<file path="config.mk">
export PLATFORM = sky130hd
export DESIGN_NAME = ir_pulse_train_encoder
export DESIGN_NICKNAME = d
export VERILOG_FILES = /design/src/hdl/irpte_pkg.sv /design/src/hdl/ir_pulse_train_encoder.sv
export SDC_FILE = /design/constraint.sdc
export NUM_CORES = 1
export LEC_CHECK = 0
export BUFFER_PORTS_ARGS = -buffer_cell sky130_fd_sc_hd__buf_2
export CORE_MARGIN = 5
export CORE_UTILIZATION = 50
export DETAILED_ROUTE_END_ITERATION = 8
export HOLD_SLACK_MARGIN = 0.03
export PLACE_DENSITY = 0.69
export SLEW_MARGIN = 10
export SYNTH_ARGS = -nofsm -noshare
export SYNTH_HDL_FRONTEND = slang
export SYNTH_SLANG_ARGS = --single-unit
</file>
<file path="constraint.sdc">
create_clock -name clk_i -period 6.6 [get_ports clk_i]
set_clock_uncertainty 0.05 [all_clocks]
set_input_delay 0.99 -clock clk_i [delete_from_list [all_inputs] [get_ports clk_i]]
set_output_delay 0.99 -clock clk_i [all_outputs]
set_load 0.01 [all_outputs]
</file>
<file path="src/hdl/irpte_pkg.sv">
// Package with the shared constants and register indexes of the IR pulse train encoder.
package irpte_pkg;

  localparam int unsigned PULSE_SLOTS = 4;
  localparam int unsigned PULSE_WIDTH = 16;
  localparam int unsigned LIST_WIDTH  = PULSE_SLOTS * PULSE_WIDTH;
  localparam int unsigned SLOT_IDX_W  = (PULSE_SLOTS > 1) ? $clog2(PULSE_SLOTS) : 1;

  localparam int unsigned CFG_INDEX_W = 3;
  localparam int unsigned CFG_DATA_W  = 64;

  localparam logic [CFG_INDEX_W-1:0] REG_HEADER_PULSES = 3'd0;
  localparam logic [CFG_INDEX_W-1:0] REG_ZERO_PULSES   = 3'd1;
  localparam logic [CFG_INDEX_W-1:0] REG_ONE_PULSES    = 3'd2;
  localparam logic [CFG_INDEX_W-1:0] REG_TRAIL_PULSES  = 3'd3;
  localparam logic [CFG_INDEX_W-1:0] REG_RAW_PULSES    = 3'd4;
  localparam logic [CFG_INDEX_W-1:0] REG_FRAME_BITS    = 3'd5;
  localparam logic [CFG_INDEX_W-1:0] REG_RAW_BIT_INDEX = 3'd6;
  localparam logic [CFG_INDEX_W-1:0] REG_RAW_ENABLE    = 3'd7;

  localparam logic [7:0] FRAME_BITS_RESET = 8'd32;
  localparam logic [7:0] BITS_PER_BYTE    = 8'd8;

  localparam logic [SLOT_IDX_W-1:0] LAST_SLOT = SLOT_IDX_W'(PULSE_SLOTS - 1);

endpackage

</file>
<file path="src/hdl/ir_pulse_train_encoder.sv">
// Top level of the IR pulse train encoder: command bytes in, pulse durations out.
//
// The block turns command bytes into a pulse-distance IR or RF frame. A byte is
// transferred on the input channel when in_valid_i is high and in_stall_o is low.
// Its bits, most significant first, select the zero, one or raw pulse list; the
// header list precedes the first bit of a frame and the trail list follows bit
// frame_bits-1, after which the bit counter starts a new frame.
// Each pulse goes out on the output channel as one transfer, taken when
// out_valid_o is high and out_stall_i is low. last_of_run_o marks the final pulse
// of a byte, frame_done_o marks it when that byte completes a frame.
// Configuration is written through cfg_valid_i, cfg_index_i and cfg_data_i;
// cfg_ready_o is always high. The user must make writes only while the block is
// idle; the block itself does not enforce this. One byte occupies the block for an
// acceptance step, a step for each examined pulse slot (up to four slots per
// list, up to ten lists) and a flush step. A single slot selector walks the lists
// one slot a cycle while the output register is free. Each pulse waits in a holding
// register until the next pulse or the end of the byte is known, so it passes
// through the holding register and then the output register. While the receiver
// stalls, the sequencer waits and the output register holds. Reset returns the
// configuration to its defaults and starts a new frame.
module ir_pulse_train_encoder
  import irpte_pkg::*;
(
  input  logic                   clk_i,
  input  logic                   rst_ni,
  input  logic                   in_valid_i,
  output logic                   in_stall_o,
  input  logic [7:0]             cmd_byte_i,
  output logic                   out_valid_o,
  input  logic                   out_stall_i,
  output logic [PULSE_WIDTH-1:0] pulse_duration_o,
  output logic                   last_of_run_o,
  output logic                   frame_done_o,
  input  logic                   cfg_valid_i,
  output logic                   cfg_ready_o,
  input  logic [CFG_INDEX_W-1:0] cfg_index_i,
  input  logic [CFG_DATA_W-1:0]  cfg_data_i
);

  localparam logic [2:0] ST_IDLE  = 3'd0;
  localparam logic [2:0] ST_HEAD  = 3'd1;
  localparam logic [2:0] ST_BITS  = 3'd2;
  localparam logic [2:0] ST_TRAIL = 3'd3;
  localparam logic [2:0] ST_FLUSH = 3'd4;

  logic [LIST_WIDTH-1:0] header_q, zero_q, one_q, trail_q, raw_q;
  logic [7:0]            frame_bits_q, raw_bit_index_q;
  logic                  raw_enable_q;

  logic [2:0]            state_q, state_d;
  logic [7:0]            bit_pos_q, bit_pos_d;
  logic [7:0]            byte_q, byte_d;
  logic [7:0]            start_pos_q, start_pos_d;
  logic [3:0]            n_q, n_d;
  logic [2:0]            i_q, i_d;
  logic                  done_q, done_d;
  logic [SLOT_IDX_W-1:0] slot_q, slot_d;
  logic [PULSE_WIDTH-1:0] pend_q, pend_d;
  logic                  pend_v_q, pend_v_d;
  logic                  out_v_q, out_v_d;
  logic [PULSE_WIDTH-1:0] out_dur_q, out_dur_d;
  logic                  out_last_q, out_last_d;
  logic                  out_done_q, out_done_d;

  logic                  in_xfer, out_free;
  logic [7:0]            remain;
  logic [8:0]            cur_bit;
  logic [LIST_WIDTH-1:0] cur_list;
  logic [PULSE_WIDTH-1:0] slot_dur;
  logic [2:0]            after_bits;

  assign in_stall_o  = (state_q != ST_IDLE);
  assign in_xfer     = in_valid_i && (state_q == ST_IDLE);
  assign out_free    = !out_v_q || !out_stall_i;
  assign cfg_ready_o = 1'b1;
  assign remain      = frame_bits_q - bit_pos_q;
  assign cur_bit     = {1'b0, start_pos_q} + {6'd0, i_q};
  assign after_bits  = done_q ? ST_TRAIL : ST_FLUSH;

  always_comb begin
    unique case (state_q)
      ST_HEAD:  cur_list = header_q;
      ST_TRAIL: cur_list = trail_q;
      ST_BITS: begin
        if (raw_enable_q && (cur_bit == {1'b0, raw_bit_index_q})) begin
          cur_list = raw_q;
        end else if (byte_q[3'd7 - i_q]) begin
          cur_list = one_q;
        end else begin
          cur_list = zero_q;
        end
      end
      default:  cur_list = trail_q;
    endcase
    slot_dur = cur_list[slot_q*PULSE_WIDTH +: PULSE_WIDTH];
  end

  always_comb begin
    state_d     = state_q;
    bit_pos_d   = bit_pos_q;
    byte_d      = byte_q;
    start_pos_d = start_pos_q;
    n_d         = n_q;
    i_d         = i_q;
    done_d      = done_q;
    slot_d      = slot_q;
    pend_d      = pend_q;
    pend_v_d    = pend_v_q;
    out_v_d     = out_v_q && out_stall_i;
    out_dur_d   = out_dur_q;
    out_last_d  = out_last_q;
    out_done_d  = out_done_q;

    unique case (state_q)
      ST_IDLE: begin
        if (in_xfer) begin
          byte_d      = cmd_byte_i;
          start_pos_d = bit_pos_q;
          i_d         = 3'd0;
          slot_d      = '0;
          pend_v_d    = 1'b0;
          if (bit_pos_q >= frame_bits_q) begin
            n_d    = 4'd0;
            done_d = 1'b1;
          end else begin
            n_d    = (remain > BITS_PER_BYTE) ? 4'd8 : remain[3:0];
            done_d = (remain <= BITS_PER_BYTE);
          end
          if (done_d) begin
            bit_pos_d = 8'd0;
          end else begin
            bit_pos_d = bit_pos_q + {4'd0, n_d};
          end
          if (bit_pos_q == 8'd0) begin
            state_d = ST_HEAD;
          end else if (n_d != 4'd0) begin
            state_d = ST_BITS;
          end else begin
            state_d = done_d ? ST_TRAIL : ST_FLUSH;
          end
        end
      end
      ST_HEAD, ST_BITS, ST_TRAIL: begin
        if (out_free) begin
          if (slot_dur != '0) begin
            if (pend_v_q) begin
              out_v_d    = 1'b1;
              out_dur_d  = pend_q;
              out_last_d = 1'b0;
              out_done_d = 1'b0;
            end
            pend_d   = slot_dur;
            pend_v_d = 1'b1;
          end
          if ((slot_dur == '0) || (slot_q == LAST_SLOT)) begin
            slot_d = '0;
            if (state_q == ST_HEAD) begin
              state_d = (n_q != 4'd0) ? ST_BITS : after_bits;
            end else if (state_q == ST_BITS) begin
              if (({1'b0, i_q} + 4'd1) < n_q) begin
                i_d = i_q + 3'd1;
              end else begin
                state_d = after_bits;
              end
            end else begin
              state_d = ST_FLUSH;
            end
          end else begin
            slot_d = slot_q + SLOT_IDX_W'(1);
          end
        end
      end
      ST_FLUSH: begin
        if (out_free) begin
          if (pend_v_q) begin
            out_v_d    = 1'b1;
            out_dur_d  = pend_q;
            out_last_d = 1'b1;
            out_done_d = done_q;
          end
          pend_v_d = 1'b0;
          state_d  = ST_IDLE;
        end
      end
      default: state_d = ST_IDLE;
    endcase
  end

  always_ff @(posedge clk_i or negedge rst_ni) begin
    if (!rst_ni) begin
      header_q        <= '0;
      zero_q          <= '0;
      one_q           <= '0;
      trail_q         <= '0;
      raw_q           <= '0;
      frame_bits_q    <= FRAME_BITS_RESET;
      raw_bit_index_q <= 8'd0;
      raw_enable_q    <= 1'b0;
    end else if (cfg_valid_i) begin
      unique case (cfg_index_i)
        REG_HEADER_PULSES: header_q        <= cfg_data_i[LIST_WIDTH-1:0];
        REG_ZERO_PULSES:   zero_q          <= cfg_data_i[LIST_WIDTH-1:0];
        REG_ONE_PULSES:    one_q           <= cfg_data_i[LIST_WIDTH-1:0];
        REG_TRAIL_PULSES:  trail_q         <= cfg_data_i[LIST_WIDTH-1:0];
        REG_RAW_PULSES:    raw_q           <= cfg_data_i[LIST_WIDTH-1:0];
        REG_FRAME_BITS:    frame_bits_q    <= cfg_data_i[7:0];
        REG_RAW_BIT_INDEX: raw_bit_index_q <= cfg_data_i[7:0];
        REG_RAW_ENABLE:    raw_enable_q    <= cfg_data_i[0];
        default: ;
      endcase
    end
  end

  always_ff @(posedge clk_i or negedge rst_ni) begin
    if (!rst_ni) begin
      state_q   <= ST_IDLE;
      bit_pos_q <= 8'd0;
      pend_v_q  <= 1'b0;
      out_v_q   <= 1'b0;
      n_q       <= 4'd0;
      i_q       <= 3'd0;
      done_q    <= 1'b0;
      slot_q    <= '0;
    end else begin
      state_q   <= state_d;
      bit_pos_q <= bit_pos_d;
      pend_v_q  <= pend_v_d;
      out_v_q   <= out_v_d;
      n_q       <= n_d;
      i_q       <= i_d;
      done_q    <= done_d;
      slot_q    <= slot_d;
    end
  end

  always_ff @(posedge clk_i) begin
    byte_q      <= byte_d;
    start_pos_q <= start_pos_d;
    pend_q      <= pend_d;
    out_dur_q   <= out_dur_d;
    out_last_q  <= out_last_d;
    out_done_q  <= out_done_d;
  end

  assign out_valid_o      = out_v_q;
  assign pulse_duration_o = out_dur_q;
  assign last_of_run_o    = out_last_q;
  assign frame_done_o     = out_done_q;

endmodule
</file>
=== Yosys cells after proc, flatten, opt, wreduce, memory -nomap -nowiden ===
Cells that the tools add are included.

* Flip-flop bits (word level): 410
* Bits of input ports: 80
* Logic and storage cells: 155

* $add $sub $neg: 7
* Order comparisons: 5
* Eq/ne operators: 24
* Shift-type cells: 1
* Multiplexer cells: 61
* Reduce and logical (&&, ||, !) cells: 35

{| class="wikitable"
|+ Operators by type and width
! operator !! number
|-
| $mux W64 || 2
|-
| $pmux W64 S2 || 1
|-
| $mux W16 || 4
|-
| $shiftx A64 B7 Y16 || 1
|-
| $mux W3 || 18
|-
| $pmux W16 S2 || 1
|-
| $ne A2 B2 Y1 const B || 10
|-
| $mux W1 || 19
|-
| $reduce_and A2 Y1 || 9
|-
| $logic_not A16 Y1 || 1
|-
| $mux W4 || 4
|-
| $reduce_bool A16 Y1 || 1
|-
| $eq A3 B3 Y1 const B || 5
|-
| $eq A3 B2 Y1 const B || 4
|-
| $reduce_and A5 Y1 || 2
|-
| $add A8 B3 Y9 || 1
|-
| $eq A9 B8 Y1 || 1
|-
| $pmux W3 S3 || 1
|-
| $add A8 B4 Y8 || 1
|-
| $ge A8 B8 Y1 || 1
|-
| $gt A8 B4 Y1 const B || 1
|-
| $le A8 B4 Y1 const B || 1
|-
| $logic_not A8 Y1 || 1
|-
| $mux W8 || 1
|-
| other kinds (28) || 42
|}

=== Longest topological paths before layout ===
Gate-level depths: netlist of the first run.

* Depth after elaboration: 12
* Gate-level depth with buffers: 22
* Mapped depth without buffers: 22

=== Least setup slack after synthesis of the first run ===
No wires, ideal clock.

* Path kind: reg2reg
* From: reg i_q[0]
* To: reg out_dur_q[0] (netlist: pulse_duration_o[0]) (enable)
* Arrival: 4.395 ns
* Data required time: 6.141 ns
* Slack: 1.746 ns
* Cell stages (with the launch flop): 16
* Period minus slack after synthesis: 4.854 ns
* Cell sequence: dfrtp_1 > ha_1 > fa_1 > a21oi_1 > xnor2_1 > nand4_1 > a221o_1 > nor2_4 > buf_2 > mux2i_1 > o311ai_0 > a22oi_1 > nor4_4 > nand3_1 > a21oi_1 > nor3_1

* Longest elaborated chain between the ends: 10

{| class="wikitable"
|+ RTL lines
! element !! line !! source
|-
| from (decl) || ir_pulse_train_encoder.sv:55 || <nowiki>logic [2:0] i_q, i_d;</nowiki>
|-
| from (signal assigned) || ir_pulse_train_encoder.sv:230 || <nowiki>i_q <= i_d;</nowiki>
|-
| $sub A3 B3 Y3 || ir_pulse_train_encoder.sv:87 || <nowiki>end else if (byte_q[3'd7 - i_q]) begin</nowiki>
|-
| $bmux W1 S3 || ir_pulse_train_encoder.sv:87 ||
|-
| $mux W1 (implied by the code) || ir_pulse_train_encoder.sv:87 ||
|-
| $mux W64 || ir_pulse_train_encoder.sv:87 ||
|-
| $mux W64 (*) || ir_pulse_train_encoder.sv:85 || <nowiki>if (raw_enable_q && (cur_bit == {1'b0, raw_bit_index_q})) begin</nowiki>
|-
| $pmux W64 S2 (*) || ir_pulse_train_encoder.sv:81 || <nowiki>unique case (state_q)</nowiki>
|-
| $shiftx A64 B7 Y16 (*) || ir_pulse_train_encoder.sv:95 || <nowiki>slot_dur = cur_list[slot_q*PULSE_WIDTH +: PULSE_WIDTH];</nowiki>
|-
| $reduce_bool A16 Y1 (*) || ir_pulse_train_encoder.sv:145 || <nowiki>if (slot_dur != '0) begin</nowiki>
|-
| $ne A2 B2 Y1 (no line) (*) || -- ||
|-
| $reduce_and A4 Y1 (no line) (*) || -- ||
|-
| to (signal assigned) || ir_pulse_train_encoder.sv:240 || <nowiki>out_dur_q <= out_dur_d;</nowiki>
|-
| to (decl) || ir_pulse_train_encoder.sv:61 || <nowiki>logic [PULSE_WIDTH-1:0] out_dur_q, out_dur_d;</nowiki>
|}

Mark *: on every way between the ends. The rest lies on a longest branch, timed or not. The select of a mux whose other input is x is not followed.
A chain may end at the register's enable or synchronous reset.

=== Worst setup path after layout of the first run ===
* From: reg i_q[0]
* To: reg pend_q[13] (enable)

* Longest elaborated chain between the ends: 9

{| class="wikitable"
|+ RTL lines
! element !! line !! source
|-
| $sub A3 B3 Y3 || ir_pulse_train_encoder.sv:87 ||
|-
| $bmux W1 S3 || ir_pulse_train_encoder.sv:87 ||
|-
| $mux W1 (implied by the code) || ir_pulse_train_encoder.sv:87 ||
|-
| $mux W64 || ir_pulse_train_encoder.sv:87 ||
|-
| $mux W64 (*) || ir_pulse_train_encoder.sv:85 ||
|-
| $pmux W64 S2 (*) || ir_pulse_train_encoder.sv:81 ||
|-
| $shiftx A64 B7 Y16 (*) || ir_pulse_train_encoder.sv:95 ||
|-
| net slot_dur[3] || ir_pulse_train_encoder.sv:69 || <nowiki>logic [PULSE_WIDTH-1:0] slot_dur;</nowiki>
|-
| $reduce_bool A16 Y1 (*) || ir_pulse_train_encoder.sv:145 ||
|-
| $reduce_and A3 Y1 (no line) (*) || -- ||
|-
| to (signal assigned) || ir_pulse_train_encoder.sv:239 || <nowiki>pend_q <= pend_d;</nowiki>
|-
| to (decl) || ir_pulse_train_encoder.sv:58 || <nowiki>logic [PULSE_WIDTH-1:0] pend_q, pend_d;</nowiki>
|}

Mark *: on every way through the listed nets, which the timed path passes. The rest lies on a longest branch. The select of a mux whose other input is x is not followed.

==> metrics.yaml, run 1 <==
synthesis:
  yosys.area_share.xor_xnor_pct: 0.859
  synthSimpleGateAreaFrac_pct: 6.22
  synth_fa_ha_area_share_pct: 1.60
  synth_edf_count: 50
  synth_cell_types: 83
  synth_mux_area_share_pct: 23.5
  ys_seq_area_share_pct: 54.3
  synth-seq-cells: 410
  yosysWarnings: 0
  yosys_most_used_dff: "dfrtp_1"
  synth_top_family_by_area: "multiplexers"
  synth.top_cell.area_share_pct: 46.4
  synth_compound_area_share_pct: 10.7
  synth-async-reset-ratio_pct: 87.8
  yosys.area.top_type: "dfrtp_1"
  synth_nets: 1604
  synth.most_common_cell: "dfrtp_1"
  syn_inst: 1501
  yosys-top-cells-area: "dfrtp_1, mux2_2, edfxtp_1, mux2i_1, a221oi_1"
  synth_common_cells: "dfrtp_1, mux2_2, nor2_1"
  synth_area_per_cell_um2: 12.9
  synth_area_um2: 19400
cts:
  path_clk_slew_ns: 0.06
  hold_buffers: 0
  cts_htree_levels: 2
  cts_max_path_buffers: 3
  clock-root-buffer: "clkbuf_16"
  cts_buffers: 44
  cts_sinks: 410
  clk_latency_ns: 0.57
  cts_setup_buffers: 0
  cts_tree: "yes"
  cts_resized: 0
detailed_routing:
  ant_nets: 0
  num_vias: 13100
  drc: 0
  first_pass_iters: 5
  wl_per_cell_um: 23.8
  drtIter0Drc: 1132
  routed_wl_mm: 50.7
  viasPerCell: 6.14
floorplanning:
  coreArea_um2: 38500
  die_area_um2: 42800
  die_h_um: 207
  io-pin-count: 101
  die_w_um: 207
  initial_core_util_pct: 50.3
  fp-row-count: 72
power:
  p_switching_w: 0.00356
  p_per_area_nw_per_um2: 447
  power_switching_share_pct: 36.5
  p_leak_nw: 9.22
  p_clk_share_pct: 25.1
  power.sequential.fraction_pct: 37.3
  vdd_drop_max_v: 0.000237
  comb_power_share_pct: 37.6
  p_int_w: 0.00618
place:
  dp_hpwl_mm: 32.3
  gp_congestion: 0.877
  placed_cell_area_um2: 20300
  port_buffers: 99
critical_path:
  startpoint_type: "flop"
  crit_path_end_kind: "flop"
  timing.rr.start: "i_q[0]$_DFFE_PN0P_"
  reg2reg_to: "pend_q[13]$_DFFE_PP_"
  ff2ff_path_depth: 13
  crit_fanout: 18
  worst_ep_required_time_ns: 6.75
  criticalPathCategory: "reg -> reg"
  rrSetupSlack_ns: 1.16
  cp.arrival_ns: 5.59
global_routing:
  grt_max_degree: 172
  track_usage_pct: 23.9
  grt_pass1_vias: 13200
  grt-ovfl-total: 0
  antenna_found_initial: 2
  grt_pass1_wl_mm: 79.1
run:
  max_cap_violations: 0
final_layout:
  stdcell_area_um2: 21800
  final_layout_size_suffix_gt1_share_pct: 35.2
  utilization_pct: 56.7
  area_growth_pct: 12.6
  fill_cells: 3169
  layout.nets: 1683
status:
  outcome: "finished, final reports clean"
sta:
  worstMarginPinSlew_ns: 1.10
  fmax_ghz: 0.184
  setup_tns_ns: 0
  finalHoldViolations: 0
  slew_viol_final: 0
  setup_viol: 0
  relSlewSlack_pct: 26.4
  fin_crit_sh_pct: 82.4
  rsz0062_at_grt: "no"
  period_needed_ns: 5.44
worst_hold_path:
  hold_class: "in -> async"
-- worst max-delay path by stage --
stage,startpoint,end,slack (ns)
floorplan,i_q[0]$_DFFE_PN0P_,pulse_duration_o[0]$_DFFE_PP_,1.75
finish,i_q[0]$_DFFE_PN0P_,pend_q[13]$_DFFE_PP_,1.16
CTS,i_q[0]$_DFFE_PN0P_,pulse_duration_o[6]$_DFFE_PP_,1.21
detailed placement,i_q[0]$_DFFE_PN0P_,pulse_duration_o[15]$_DFFE_PP_,1.25
global placement,i_q[0]$_DFFE_PN0P_,pend_q[13]$_DFFE_PP_,1.44
global route,i_q[0]$_DFFE_PN0P_,pulse_duration_o[6]$_DFFE_PP_,0.83
-- cell families (layout without fill, tap and decap cells) --
family	after synthesis	count (layout)
flops	410	410
mux	407	407
compound gates	288	288
simple gates	228	228
buf+inv	125	239
fa+ha+maj	23	23
xor+xnor	19	19
other cells	1	3
-- sequential cells by signal, summed over array words and instances (netlist names), 16 cells and up --
signal            count
raw_q                64
pulse_duration_o     16
one_q                64
zero_q               64
trail_q              64
header_q             64
pend_q               16
-- layout make-up --
| cell class | count | area (um2) | area share (%) |
|---|---|---|---|
| Antenna cell | 2 | 5.00 | 0.0230 |
| Clock buffer | 68 | 1340 | 6.16 |
| Clock inverter | 13 | 106 | 0.488 |
| Inverter | 37 | 139 | 0.637 |
| Multi-Input combinational cell | 966 | 8350 | 38.3 |
| Sequential cell | 410 | 10500 | 48.2 |
| Tap cell | 518 | 648 | 2.97 |
| Timing Repair Buffer | 121 | 696 | 3.19 |
-- power groups by stage --
stage	registers, W	clock network [W]	logic (W)
after CTS	0.00363	0.00249	0.00362
final	0.00363	0.00245	0.00367
after detailed placement	0.00367	0	0.00360
after global placement	0.00364	0	0.00355
after floorplan	0.00358	0	0.00249
after global routing	0.00370	0.00261	0.00396
-- layout by cell type, fill, tap and decap left out, types with 13 or more instances in the layout --
| master | count |
|---|---|
| a21oi_1 | 59 |
| a221o_1 | 18 |
| a221oi_1 | 40 |
| a31oi_1 | 13 |
| buf_2 | 98 |
| buf_4 | 20 |
| clkbuf_16 | 46 |
| dfrtp_1 | 359 |
| edfxtp_1 | 50 |
| ha_1 | 20 |
| inv_1 | 37 |
| mux2_2 | 349 |
| mux2i_1 | 54 |
| nand2_1 | 53 |
| nand3_1 | 16 |
| nor2_1 | 65 |
| o21ai_0 | 39 |
| xnor2_1 | 14 |
-- metrics by stage --
stage | hold WS [ns] | power (W) | instances | setup WS [ns]
2_1_floorplan | 0.350 | 0.00607 | 1501 | 1.75
3_3_place_gp | 0.354 | 0.00719 | 2052 | 1.44
3_5_place_dp | 0.355 | 0.00727 | 2052 | 1.25
4_1_cts | 0.292 | 0.00975 | 2133 | 1.21
5_1_grt | 0.319 | 0.0103 | 2135 | 0.830
6_report | 0.292 | 0.00974 | 2135 | 1.16
-- metal layers --
layer | part of all wire, % | vias up | GRT usage (%)
li1 | - | 5779 | -
met4 | 2.8 | 0 | 7.77
met5 | 0 | - | 0
met2 | 45 | 428 | 36.0
met1 | 45 | 6823 | 35.0
met3 | 6.7 | 89 | 4.94
-- critical path: stages, from the launching register on --
cell     delay (ns)
dfrtp_1        0.48
ha_1           0.26
fa_1           0.40
a21oi_1        0.31
xnor2_1        0.16
nand4_1        0.15
a221o_1        0.38
nor2_4         0.58
o21ai_0        0.33
nor4b_1        0.80
a21oi_1        0.09
nor4b_2        0.23
nand3_1        0.21
and3_1         0.61
Note: power is estimated with default switching activity, not from simulation.
==> run 2: changes to the inputs <==
Clock period 6.6 ns to 5.5 ns, I/O delays scaled along.
==> metrics.yaml, run 2 (same netlist as run 1, synthesis figures left out) <==
sta:
  setup_ws_ns: 0.456  # -0.703 ns
  period_needed_ns: 5.04  # -0.397 ns
  finalHoldViolations: 0  # unchanged
  worstMarginPinSlew_ns: 1.12  # +0.0119 ns
  setup_tns_ns: 0  # unchanged
  fin_crit_sh_pct: 91.7  # +9.3 points
  fmax_ghz: 0.198  # +7.9%
  rsz0062_at_grt: "no"
  relSlewSlack_pct: 25.4  # -0.97 points
  slew_viol_final: 0  # unchanged
  setup_viol: 0  # unchanged
global_routing:
  grt_pass1_wl_mm: 78.5  # -0.75%
  grt_pass1_vias: 13000  # -1.6%
  antenna_found_initial: 2  # unchanged
  track_usage_pct: 23.8  # -0.14 points
  grt-ovfl-total: 0  # unchanged
  grt_max_degree: 169  # -1.7%
cts:
  path_clk_slew_ns: 0.06  # about the same
  cts_setup_buffers: 0  # unchanged
  cts_max_path_buffers: 3  # unchanged
  cts_tree: "yes"
  cts_buffers: 44  # unchanged
  clock-root-buffer: "clkbuf_16"
  clk_latency_ns: 0.56  # about the same
  cts_sinks: 410  # unchanged
  cts_resized: 0  # unchanged
  cts_htree_levels: 2  # unchanged
  hold_buffers: 0  # unchanged
detailed_routing:
  num_vias: 13100  # -0.19%
  met3_wirelength_mm: 3.76  # +11%
  ant_nets: 0  # unchanged
  wl_per_cell_um: 23.4  # -1.3%
  drt-met1-wl_mm: 22.4  # -1.9%
  drtIter0Drc: 1075  # -5.0%
  routed_wl_mm: 50.2  # -0.93%
  viasPerCell: 6.11  # -0.61%
  drc: 0  # unchanged
  first_pass_iters: 5  # unchanged
  routed.top_layer: "met4"
  met2_length_mm: 22.7  # -1.3%
place:
  dp_hpwl_mm: 32.7  # +1.2%
  dp_cells: 2066  # +0.68%
  dp_slack_ns: 0.468  # -0.781 ns
  port_buffers: 99  # unchanged
  gp_congestion: 0.866  # -1.3%
final_layout:
  final_cells: 2144  # +0.42%
  area_growth_pct: 13.0
  most-common-layout-cells: "dfrtp_1, mux2_2, buf_2"
  utilization_pct: 56.9  # +0.24 points
  final_common_cell: "dfrtp_1"
  layout.nets: 1697  # +0.83%
  final_layout_size_suffix_gt1_share_pct: 35.6  # +0.40 points
power:
  power.sequential.fraction_pct: 37.0  # -0.3 points
  power_switching_share_pct: 36.2  # -0.33 points
  vdd_drop_max_v: 0.000233  # -1.8%
  power_w: 0.0118  # +21%
  p_clk_share_pct: 25.2  # about the same
  p_int_w: 0.00754  # +22%
  comb_power_share_pct: 37.8  # +0.2 points
  p_switching_w: 0.00428  # +20%
  p_per_area_nw_per_um2: 540  # +21%
  p_leak_nw: 9.28  # +0.66%
floorplanning:
  die_area_um2: 42800  # unchanged
  fp-row-count: 72  # unchanged
  die_w_um: 207  # unchanged
  initial_core_util_pct: 50.3  # unchanged
  io-pin-count: 101  # unchanged
  die_h_um: 207  # unchanged
  coreArea_um2: 38500  # unchanged
critical_path:
  criticalPathCategory: "reg -> reg"
  crit_fanout: 18  # unchanged
  crit_path_end_kind: "flop"
  worst_ep_required_time_ns: 5.64  # -1.11 ns
  cp.arrival_ns: 5.18  # -0.41 ns
  startpoint_type: "flop"
worst_hold_path:
  hold_class: "in -> async"
run:
  max_cap_violations: 0  # unchanged
status:
  outcome: "finished, final reports clean"
run 2: power by group through the flow:
stage / Clock, W / Combinational, W / Sequential (W)
global placement: 0 / 0.00436 / 0.00438
detailed placement: 0 / 0.00440 / 0.00442
finish: 0.00298 / 0.00447 / 0.00437
global route: 0.00316 / 0.00482 / 0.00446
floorplan: 0 / 0.00298 / 0.00430
CTS: 0.00303 / 0.00443 / 0.00436
run 2: per-layer routing:
| layer | up-vias | GRT usage (%) |
|---|---|---|
| met5 | - | 0 |
| met2 | 480 | 35.7 |
| li1 | 5785 | - |
| met3 | 92 | 4.47 |
| met4 | 0 | 7.77 |
| met1 | 6737 | 35.1 |
run 2: layout make-up:
cell class	instances	area [um2]
multi-input cells	966	8350
repair buffers	135	801
diodes	1	2.50
clock buffers	61	1260
well taps	518	648
fillers	3156	16600
inverters	37	139
flip-flops and latches	410	10500
clock inverters	16	183
run 2: critical path, cell delays in order, from the launching register on:
cell	delay [ns]
edfxtp_1	0.37
ha_1	0.24
fa_1	0.40
a21oi_1	0.28
xnor2_1	0.12
nand4_1	0.14
a221o_1	0.57
buf_4	0.37
nor3_1	0.10
o21a_1	0.21
nor4_1	0.61
o32a_1	0.29
nor4_4	0.07
nand3_1	0.23
and3_1	0.61
run 2: metrics by stage:
step	hold WS [ns]	cell area (um2)
after CTS	0.202	21900
after detailed placement	0.355	20400
after global placement	0.354	20400
after global routing	0.228	21900
after floorplan	0.350	19400
final	0.195	21900
run 2: final timing paths:
kind | end | slack [ns] | depth (start not counted) | from
worst min-delay path | one_q[4]$_DFFE_PN0P_ | 0.20 | 1 | rst_ni
max in group asynchronous | one_q[45]$_DFFE_PN0P_ | 3.74 | 2 | rst_ni
worst min register to register | pulse_duration_o[8]$_DFFE_PP_ | 0.37 | 0 | pend_q[8]$_DFFE_PP_
worst max register to register | pend_q[6]$_DFFE_PP_ | 0.46 | 14 | start_pos_q[0]$_DFFE_PP_
worst max-delay path | pend_q[6]$_DFFE_PP_ | 0.46 | 14 | start_pos_q[0]$_DFFE_PP_
min in group clk_i | pulse_duration_o[8]$_DFFE_PP_ | 0.37 | 0 | pend_q[8]$_DFFE_PP_
